===== config.mk =====
export PLATFORM = sky130hd
export DESIGN_NAME = pid_balance_speed_controller
export DESIGN_NICKNAME = d
export VERILOG_FILES = /design/src/hdl/pbsc_pkg.sv /design/src/hdl/pid_balance_speed_controller.sv /design/src/hdl/pbsc_cfg_regs.sv
export SDC_FILE = /design/constraint.sdc
export NUM_CORES = 2
export LEC_CHECK = 0
export BUFFER_PORTS_ARGS = -buffer_cell sky130_fd_sc_hd__buf_2
export CAP_MARGIN = 20
export CORE_MARGIN = 4
export CORE_UTILIZATION = 40
export CTS_CLUSTER_SIZE = 12
export DETAILED_ROUTE_END_ITERATION = 12
export PLACE_DENSITY = 0.63
export SLEW_MARGIN = 40
export SYNTH_ARGS = -nofsm -noshare
export SYNTH_HDL_FRONTEND = slang
export SYNTH_SLANG_ARGS = --single-unit

===== constraint.sdc =====
create_clock -name clk_i -period 13.8 [get_ports clk_i]
set_clock_uncertainty 0.05 [all_clocks]
set_input_delay 2.07 -clock clk_i [delete_from_list [all_inputs] [get_ports clk_i]]
set_output_delay 2.07 -clock clk_i [all_outputs]
set_load 0.02 [all_outputs]

===== src/hdl/pbsc_pkg.sv =====
// Shared types, register codes and constants for the PID balance speed controller.
`timescale 1ns / 1ps

package pbsc_pkg;

  // Default width of the incoming pitch sample
  localparam int SampleWidthDef = 16;

  localparam int CfgIdxW  = 3;
  localparam int CfgDataW = 18;

  // Register indexes on the configuration port
  typedef enum logic [CfgIdxW-1:0] {
    CfgPropGain  = 3'd0,
    CfgIntegGain = 3'd1,
    CfgDerivGain = 3'd2,
    CfgSetpoint  = 3'd3,
    CfgSumLimit  = 3'd4,
    CfgCeiling   = 3'd5,
    CfgFloor     = 3'd6,
    CfgRevThresh = 3'd7
  } cfg_idx_e;

  // Item kinds
  localparam logic FuncSample = 1'b0;
  localparam logic FuncTick   = 1'b1;

  typedef struct packed {
    logic        [15:0] prop_gain;
    logic        [15:0] integ_gain;
    logic        [15:0] deriv_gain;
    logic signed [15:0] pitch_setpoint;
    logic        [17:0] sum_limit;
    logic        [14:0] speed_ceiling;
    logic        [14:0] speed_floor;
    logic signed [16:0] reverse_threshold;
  } cfg_t;

  localparam logic        [15:0] PropGainRst  = 16'd12288;
  localparam logic        [15:0] IntegGainRst = 16'd410;
  localparam logic        [15:0] DerivGainRst = 16'd3277;
  localparam logic signed [15:0] SetpointRst  = 16'sd0;
  localparam logic        [17:0] SumLimitRst  = 18'd131072;
  localparam logic        [14:0] CeilingRst   = 15'd13107;
  localparam logic        [14:0] FloorRst     = 15'd6554;
  localparam logic signed [16:0] RevThreshRst = 17'sd4655;

  // Error is held in Q2.15, 18 bits signed
  localparam int ErrW   = 18;
  localparam int ErrMax = 131071;
  localparam int ErrMin = -131072;

  // Sum and difference in Q3.15, 19 bits signed
  localparam int SumW = 19;
  // Gain x operand products, and their total
  localparam int ProdW = 36;
  localparam int CorrW = 37;

  localparam int SpeedW = 16;
  localparam logic [15:0] OutMax = 16'd32767;

  // x / 5 as (x * Div5Recip) >> Div5Shift, exact for x below 2^21 / 3
  localparam logic [20:0] Div5Recip = 21'd419431;
  localparam int          Div5Shift = 21;

endpackage


===== src/hdl/pid_balance_speed_controller.sv =====
// Top level of the PID balance speed controller: sample/tick pipeline and state.
//
//  channel   signals                                     direction
//  --------  ------------------------------------------  ---------
//  in        in_valid_i/in_ready_o, func_i, pitch_sample_i  in
//  out       out_valid_o/out_ready_i, drive_velocity_o     out
//  cfg       cfg_we_i, cfg_idx_i, cfg_wdata_i              in
//
// One beat per cycle is taken unless the output stalls; input, error/sum and gain
// product registers sit ahead of the output register; a tick passes them all
// before out_valid_o rises. Samples give no result beat. Error state is updated
// as an item leaves the input register and speed as it leaves the product stage,
// so every item sees the state of the items before it. Reset clears valid flags
// and state; a stalled output beat holds while the stages behind it keep filling.
`timescale 1ns / 1ps

module pid_balance_speed_controller #(
  parameter int SAMPLE_WIDTH = pbsc_pkg::SampleWidthDef
) (
  input  logic                          clk_i,
  input  logic                          rst_ni,
  input  logic                          in_valid_i,
  output logic                          in_ready_o,
  input  logic                          func_i,
  input  logic signed [SAMPLE_WIDTH-1:0] pitch_sample_i,
  output logic                          out_valid_o,
  input  logic                          out_ready_i,
  output logic signed [15:0]            drive_velocity_o,
  input  logic                          cfg_we_i,
  input  logic [pbsc_pkg::CfgIdxW-1:0]  cfg_idx_i,
  input  logic [pbsc_pkg::CfgDataW-1:0] cfg_wdata_i
);

  // Width that holds setpoint - pitch and the error limits
  localparam int CW = (SAMPLE_WIDTH + 1 > pbsc_pkg::ErrW) ? SAMPLE_WIDTH + 1 : pbsc_pkg::ErrW;
  localparam int EW = pbsc_pkg::ErrW;
  localparam int SW = pbsc_pkg::SumW;
  localparam int PW = pbsc_pkg::ProdW;
  localparam int RW = pbsc_pkg::CorrW;
  localparam int VW = pbsc_pkg::SpeedW;
  localparam logic signed [CW-1:0] ErrMaxC = CW'(pbsc_pkg::ErrMax);
  localparam logic signed [CW-1:0] ErrMinC = CW'(pbsc_pkg::ErrMin);

  pbsc_pkg::cfg_t cfg;

  pbsc_cfg_regs u_cfg (
    .clk_i      (clk_i),
    .rst_ni     (rst_ni),
    .cfg_we_i   (cfg_we_i),
    .cfg_idx_i  (cfg_idx_i),
    .cfg_wdata_i(cfg_wdata_i),
    .cfg_o      (cfg)
  );

  // Stage valids and flow control
  logic v1_q, v2_q, v3_q, out_valid_q;
  logic rdy1, rdy2, rdy3;

  logic                          func1_q, func2_q, func3_q;
  logic signed [SAMPLE_WIDTH-1:0] pitch1_q;
  logic                          rev2_q, rev3_q;
  logic signed [EW-1:0]          err2_q;
  logic signed [SW-1:0]          diff2_q, sum2_q;
  logic signed [PW-1:0]          pp3_q, pi3_q, pd3_q;

  // Controller state
  logic signed [EW-1:0] last_err_q;
  logic signed [SW-1:0] err_sum_q;
  logic [VW-1:0]        speed_q, speed_d;
  logic signed [15:0]   drive_q, drive_d;

  assign rdy3 = !v3_q || (func3_q == pbsc_pkg::FuncSample) || !out_valid_q || out_ready_i;
  assign rdy2 = !v2_q || rdy3;
  assign rdy1 = !v1_q || rdy2;
  assign in_ready_o = rdy1;

  // Stage 1: error, difference, clamped sum and reverse flag
  logic signed [CW-1:0] raw_err;
  logic signed [EW-1:0] err;
  logic signed [SW-1:0] diff, sum;
  logic signed [SW:0]   sum_raw, lim;
  logic                 rev;

  always_comb begin
    raw_err = CW'(cfg.pitch_setpoint) - CW'(pitch1_q);
    if (raw_err > ErrMaxC) begin
      err = EW'(pbsc_pkg::ErrMax);
    end else if (raw_err < ErrMinC) begin
      err = EW'(pbsc_pkg::ErrMin);
    end else begin
      err = raw_err[EW-1:0];
    end
    diff    = SW'(err) - SW'(last_err_q);
    sum_raw = (SW+1)'(err_sum_q) + (SW+1)'(err);
    lim     = $signed({2'b00, cfg.sum_limit});
    if (sum_raw > lim) begin
      sum = lim[SW-1:0];
    end else if (sum_raw < -lim) begin
      sum = SW'(-lim);
    end else begin
      sum = sum_raw[SW-1:0];
    end
    rev = last_err_q >= EW'(cfg.reverse_threshold);
  end

  // Stage 2: gain products
  logic signed [16:0] kp_s, ki_s, kd_s;
  assign kp_s = $signed({1'b0, cfg.prop_gain});
  assign ki_s = $signed({1'b0, cfg.integ_gain});
  assign kd_s = $signed({1'b0, cfg.deriv_gain});

  // Stage 3: correction magnitude, limits, and the tick result
  logic signed [RW-1:0] corr;
  logic [RW-1:0]        mag, ceil27, floor27;
  logic [VW+3:0]        speed9;
  logic [VW+24:0]       div_prod;
  logic [VW:0]          fwd;

  always_comb begin
    corr    = RW'(pp3_q) + RW'(pd3_q) + RW'(pi3_q);
    mag     = corr[RW-1] ? RW'(-corr) : RW'(corr);
    ceil27  = RW'({cfg.speed_ceiling, 12'b0});
    floor27 = RW'({cfg.speed_floor, 12'b0});
    if (mag > ceil27) begin
      speed_d = VW'(cfg.speed_ceiling);
    end else if (mag < floor27) begin
      speed_d = VW'(cfg.speed_floor);
    end else begin
      speed_d = mag[VW+11:12];
    end

    // 1.8 * speed = (speed * 9) / 5, saturated
    speed9   = (VW+4)'({speed_q, 3'b000}) + (VW+4)'(speed_q);
    div_prod = (VW+25)'(speed9) * (VW+25)'(pbsc_pkg::Div5Recip);
    fwd      = div_prod[pbsc_pkg::Div5Shift +: VW+1];
    if (rev3_q) begin
      drive_d = $signed(16'(17'd0 - {1'b0, speed_q}));
    end else if (fwd > (VW+1)'(pbsc_pkg::OutMax)) begin
      drive_d = $signed(pbsc_pkg::OutMax);
    end else begin
      drive_d = $signed(fwd[15:0]);
    end
  end

  always_ff @(posedge clk_i or negedge rst_ni) begin
    if (!rst_ni) begin
      v1_q        <= 1'b0;
      v2_q        <= 1'b0;
      v3_q        <= 1'b0;
      out_valid_q <= 1'b0;
      last_err_q  <= '0;
      err_sum_q   <= '0;
      speed_q     <= '0;
    end else begin
      if (rdy1) v1_q <= in_valid_i;
      if (rdy2) v2_q <= v1_q;
      if (rdy3) v3_q <= v2_q;

      if (v1_q && rdy2 && func1_q == pbsc_pkg::FuncSample) begin
        last_err_q <= err;
        err_sum_q  <= sum;
      end
      if (v3_q && rdy3 && func3_q == pbsc_pkg::FuncSample) begin
        speed_q <= speed_d;
      end

      if (v3_q && rdy3 && func3_q == pbsc_pkg::FuncTick) begin
        out_valid_q <= 1'b1;
      end else if (out_ready_i) begin
        out_valid_q <= 1'b0;
      end
    end
  end

  // Payload registers
  always_ff @(posedge clk_i) begin
    if (in_valid_i && rdy1) begin
      func1_q  <= func_i;
      pitch1_q <= pitch_sample_i;
    end
    if (v1_q && rdy2) begin
      func2_q <= func1_q;
      rev2_q  <= rev;
      err2_q  <= err;
      diff2_q <= diff;
      sum2_q  <= sum;
    end
    if (v2_q && rdy3) begin
      func3_q <= func2_q;
      rev3_q  <= rev2_q;
      pp3_q   <= PW'(kp_s) * PW'(err2_q);
      pd3_q   <= PW'(kd_s) * PW'(diff2_q);
      pi3_q   <= PW'(ki_s) * PW'(sum2_q);
    end
    if (v3_q && rdy3 && func3_q == pbsc_pkg::FuncTick) begin
      drive_q <= drive_d;
    end
  end

  assign out_valid_o      = out_valid_q;
  assign drive_velocity_o = drive_q;

endmodule


===== src/hdl/pbsc_cfg_regs.sv =====
// Configuration register file of the PID balance speed controller.
`timescale 1ns / 1ps

module pbsc_cfg_regs (
  input  logic                          clk_i,
  input  logic                          rst_ni,
  input  logic                          cfg_we_i,
  input  logic [pbsc_pkg::CfgIdxW-1:0]  cfg_idx_i,
  input  logic [pbsc_pkg::CfgDataW-1:0] cfg_wdata_i,
  output pbsc_pkg::cfg_t                cfg_o
);

  pbsc_pkg::cfg_t cfg_q, cfg_d;

  always_comb begin
    cfg_d = cfg_q;
    if (cfg_we_i) begin
      case (pbsc_pkg::cfg_idx_e'(cfg_idx_i))
        pbsc_pkg::CfgPropGain:  cfg_d.prop_gain         = cfg_wdata_i[15:0];
        pbsc_pkg::CfgIntegGain: cfg_d.integ_gain        = cfg_wdata_i[15:0];
        pbsc_pkg::CfgDerivGain: cfg_d.deriv_gain        = cfg_wdata_i[15:0];
        pbsc_pkg::CfgSetpoint:  cfg_d.pitch_setpoint    = $signed(cfg_wdata_i[15:0]);
        pbsc_pkg::CfgSumLimit:  cfg_d.sum_limit         = cfg_wdata_i[17:0];
        pbsc_pkg::CfgCeiling:   cfg_d.speed_ceiling     = cfg_wdata_i[14:0];
        pbsc_pkg::CfgFloor:     cfg_d.speed_floor       = cfg_wdata_i[14:0];
        pbsc_pkg::CfgRevThresh: cfg_d.reverse_threshold = $signed(cfg_wdata_i[16:0]);
        default: ;
      endcase
    end
  end

  always_ff @(posedge clk_i or negedge rst_ni) begin
    if (!rst_ni) begin
      cfg_q.prop_gain         <= pbsc_pkg::PropGainRst;
      cfg_q.integ_gain        <= pbsc_pkg::IntegGainRst;
      cfg_q.deriv_gain        <= pbsc_pkg::DerivGainRst;
      cfg_q.pitch_setpoint    <= pbsc_pkg::SetpointRst;
      cfg_q.sum_limit         <= pbsc_pkg::SumLimitRst;
      cfg_q.speed_ceiling     <= pbsc_pkg::CeilingRst;
      cfg_q.speed_floor       <= pbsc_pkg::FloorRst;
      cfg_q.reverse_threshold <= pbsc_pkg::RevThreshRst;
    end else begin
      cfg_q <= cfg_d;
    end
  end

  assign cfg_o = cfg_q;

endmodule


==> flow_metrics.env <==
export IMPL_maxCapViolations=0
export IMPL_synthAdderAreaFrac_pct=46.26
export IMPL_ys_ff_latch=386
export IMPL_dieHeight_um=407.0
export IMPL_insertion_delay_ps=650
export IMPL_setup_tns_final_ps=0
export IMPL_grt_pass1_wl_um=267900
export IMPL_muxShareOfSynthArea_pct=2.820
export IMPL_slew_headroom_pct=40.00
export IMPL_hold_end="func3_q$_DFFE_PP_"
export IMPL_report_final_setup_viol=0
export IMPL_layout_commonest_cell="inv_1"
export IMPL_synth_nets=8374
export IMPL_synth_compound_area_share_pct=7.583
export IMPL_io_pins=61
export IMPL_netlist_area_mm2=0.06367
export IMPL_synth_top_cell_by_area="fa_1"
export IMPL_yosys_warnings=0
export IMPL_drive_above_1_share_pct=6.487
export IMPL_slew_viol_final=0
export IMPL_coreArea_mm2=0.1584
export IMPL_area_delta_synth_final_pct=6.459
export IMPL_worstSetupEndpointType="flip-flop"
export IMPL_fin_nets=8305
export IMPL_grt_overflow=0
export IMPL_drtAntennaViolNets=0
export IMPL_yosysSeqAreaShare_pct=16.81
export IMPL_crit_type="reg2reg"
export IMPL_wl_per_cell_um=19.37
export IMPL_antenna_found_initial=12
export IMPL_critical_path_max_fanout=9
export IMPL_rows=146
export IMPL_cts_resized=0
export IMPL_die_area_mm2=0.1656
export IMPL_hp_class="reg2reg"
export IMPL_yosysUniqueCellTypes=94
export IMPL_synth_area_leaders="fa_1 (34%), ha_1 (12%), edfxtp_1 (9.4%)"
export IMPL_synth_top_family_by_area="adder cells"
export IMPL_min_delay_path_depth=0
export IMPL_synth_simple_area_share_pct=13.01
export IMPL_holdBufCountCts=0
export IMPL_cts_tree="yes"
export IMPL_drt_initial_drc_count=2895
export IMPL_reg2reg_slack_ps=2790
export IMPL_viasPerCell=5.185
export IMPL_root_buffer="clkbuf_16"
export IMPL_clock_sinks=386
export IMPL_clkTransAtPathRegs_ps=60
export IMPL_period_share_pct=79.78
export IMPL_worstRegToRegCells=38
export IMPL_fin_crit_ps=11010
export IMPL_drc=0
export IMPL_worstMarginPinSlew_ps=894.7
export IMPL_ys_flop_type="edfxtp_1"
export IMPL_synth_edff_count=200
export IMPL_grt_pass1_vias=46730
export IMPL_hp_start="func2_q$_DFFE_PP_"
export IMPL_crit_path_start_kind="flip-flop"
export IMPL_grt_max_degree=77
export IMPL_synthCells=6627
export IMPL_hpwlAfterDp_um=137100
export IMPL_grtUsageTotal_pct=20.86
export IMPL_arrival_ps=11430
export IMPL_cp_required_ps=14220
export IMPL_port_buffers=60
export IMPL_via_count=44980
export IMPL_cp_slowest_cell="dfrtp_1"
export IMPL_slowest_delay_ps=590
export IMPL_ys_async_sr_fraction_pct=48.19
export IMPL_syn_area_per_cell_um2=9.608
export IMPL_reg2reg_to="drive_velocity_o[11]$_DFFE_PP_"
export IMPL_yosys_area_top_type_share_pct=34.08
export IMPL_die_x_um=407.0
export IMPL_timing_rr_start="speed_q[0]$_DFFE_PN0P_"
export IMPL_cts_buffers_inserted=48
export IMPL_place_gp_congestion=0.9556
export IMPL_status="completed"
export IMPL_htreeDepth=2
export IMPL_drt_wl_total_um=168000
export IMPL_rsz0062_at_grt="false"
export IMPL_max_freq_mhz=90.83
export IMPL_final_cell_mix="inv_1 (1484), fa_1 (1084), nand2_1 (654)"
export IMPL_drtPass1Iterations=5
export IMPL_cts_setup_buffers=0
export IMPL_finalHoldViolations=0
export IMPL_clock_path_buffers=3
export IMPL_fill_cells=15210
export IMPL_synth_xor_area_share_pct=3.451
export IMPL_start_util_pct=40.20
==> cell families (layout without fill, tap and decap cells) <==
logic type | Yosys count | count (layout)
AOI/OAI and AO/OA | 733 | 733
xor gates and xnor gates | 250 | 250
muxes | 161 | 161
other | 0 | 5
and+or+nand+nor | 1695 | 1695
DFF | 386 | 386
adders and majority gates | 1704 | 1704
buffers and inverters | 1698 | 1669
==> layer usage <==
layer / vias up / global-route usage [%] / wire (um)
met5: - / 0 / 34
met4: 6 / 7.745 / 7352
met3: 262 / 2.449 / 8293
met2: 1073 / 35.11 / 80840
met1: 23050 / 27.73 / 71520
li1: 20580 / - / -
==> through the flow <==
step	utilization [%]	std cells	hold WS [ps]	setup slack [ps]	cell area (um^2)
after floorplan	-	6627	350.3	4400	63670
after global placement	41.66	8572	354.9	3138	65980
after detailed placement	41.69	8577	356.5	2853	66030
after CTS	42.76	8667	371.9	2819	67720
after global routing	42.79	8670	405.9	1720	67770
final	42.80	8675	371.5	2790	67790
==> sequential cells by signal (all words and copies together) (netlist names) <==
signal	count
rev3_q	1
out_valid_o	1
drive_velocity_o	16
last_err_q	18
func2_q	1
v2_q	1
err_sum_q	19
u_cfg.cfg_o	129
sum2_q	19
rev2_q	1
v1_q	1
err2_q	18
func3_q	1
speed_q	16
func1_q	1
pd3_q	36
pp3_q	35
diff2_q	19
pi3_q	36
pitch1_q	16
v3_q	1
==> worst max path at each step <==
| stage | startpoint | to | slack [ps] | depth (start not counted) |
|---|---|---|---|---|
| after detailed placement | speed_q[0]$_DFFE_PN0P_ | drive_velocity_o[3]$_DFFE_PP_ | 2850 | 38 |
| final | speed_q[0]$_DFFE_PN0P_ | drive_velocity_o[11]$_DFFE_PP_ | 2790 | 38 |
| after global placement | speed_q[0]$_DFFE_PN0P_ | drive_velocity_o[9]$_DFFE_PP_ | 3140 | 38 |
| after floorplan | speed_q[0]$_DFFE_PN0P_ | drive_velocity_o[3]$_DFFE_PP_ | 4400 | 38 |
| after global routing | speed_q[0]$_DFFE_PN0P_ | drive_velocity_o[5]$_DFFE_PP_ | 1720 | 38 |
| after CTS | speed_q[0]$_DFFE_PN0P_ | drive_velocity_o[3]$_DFFE_PP_ | 2820 | 38 |
==> synth_stat cells, types with 10 or more instances <==
master       n
a211oi_1    26
a21boi_0    26
a21o_1      71
a21oi_1    177
a22oi_1     10
a31oi_1     35
and2_1     418
and3_1      24
and4_1      10
buf_1       10
clkbuf_1   194
dfrtp_1    149
dfstp_2     37
edfxtp_1   200
fa_1      1084
ha_1       620
inv_1     1484
mux2_2     146
mux2i_1     14
nand2_1    654
nand2b_1    30
nand3_1     75
nand4_1     23
nor2_1     253
nor2b_1     42
nor3_1      75
o211ai_1    18
o21a_1      55
o21ai_0    145
o21ai_1     15
o21bai_1    12
o22ai_1     10
o31ai_1     28
or2_2       21
or3_1       19
xnor2_1    178
xor2_1      71
==> final cells by class <==
type	instances	area [um^2]	share of cell area, %
clock buffer	60	1299	1.916
sequential	386	10720	15.81
inverter	1484	5570	8.218
clock inverter	30	382.9	0.5648
antenna	5	12.51	0.01846
timing repair buffer	95	586.8	0.8657
multi-input combinational	4543	46630	68.79
tap	2072	2592	3.825
==> worst max-delay path, delay by kind of cell, from the launching register on <==
family          cells  cell delay [ps]
simple gates        4             1020
xor+xnor            1              370
flops               1              590
compound gates     19             4590
fa+ha+maj           9             3930
buf+inv             5              290
Power is not shown: default switching activity piles up to over one toggle a cycle in this logic, so the estimate is an artifact.
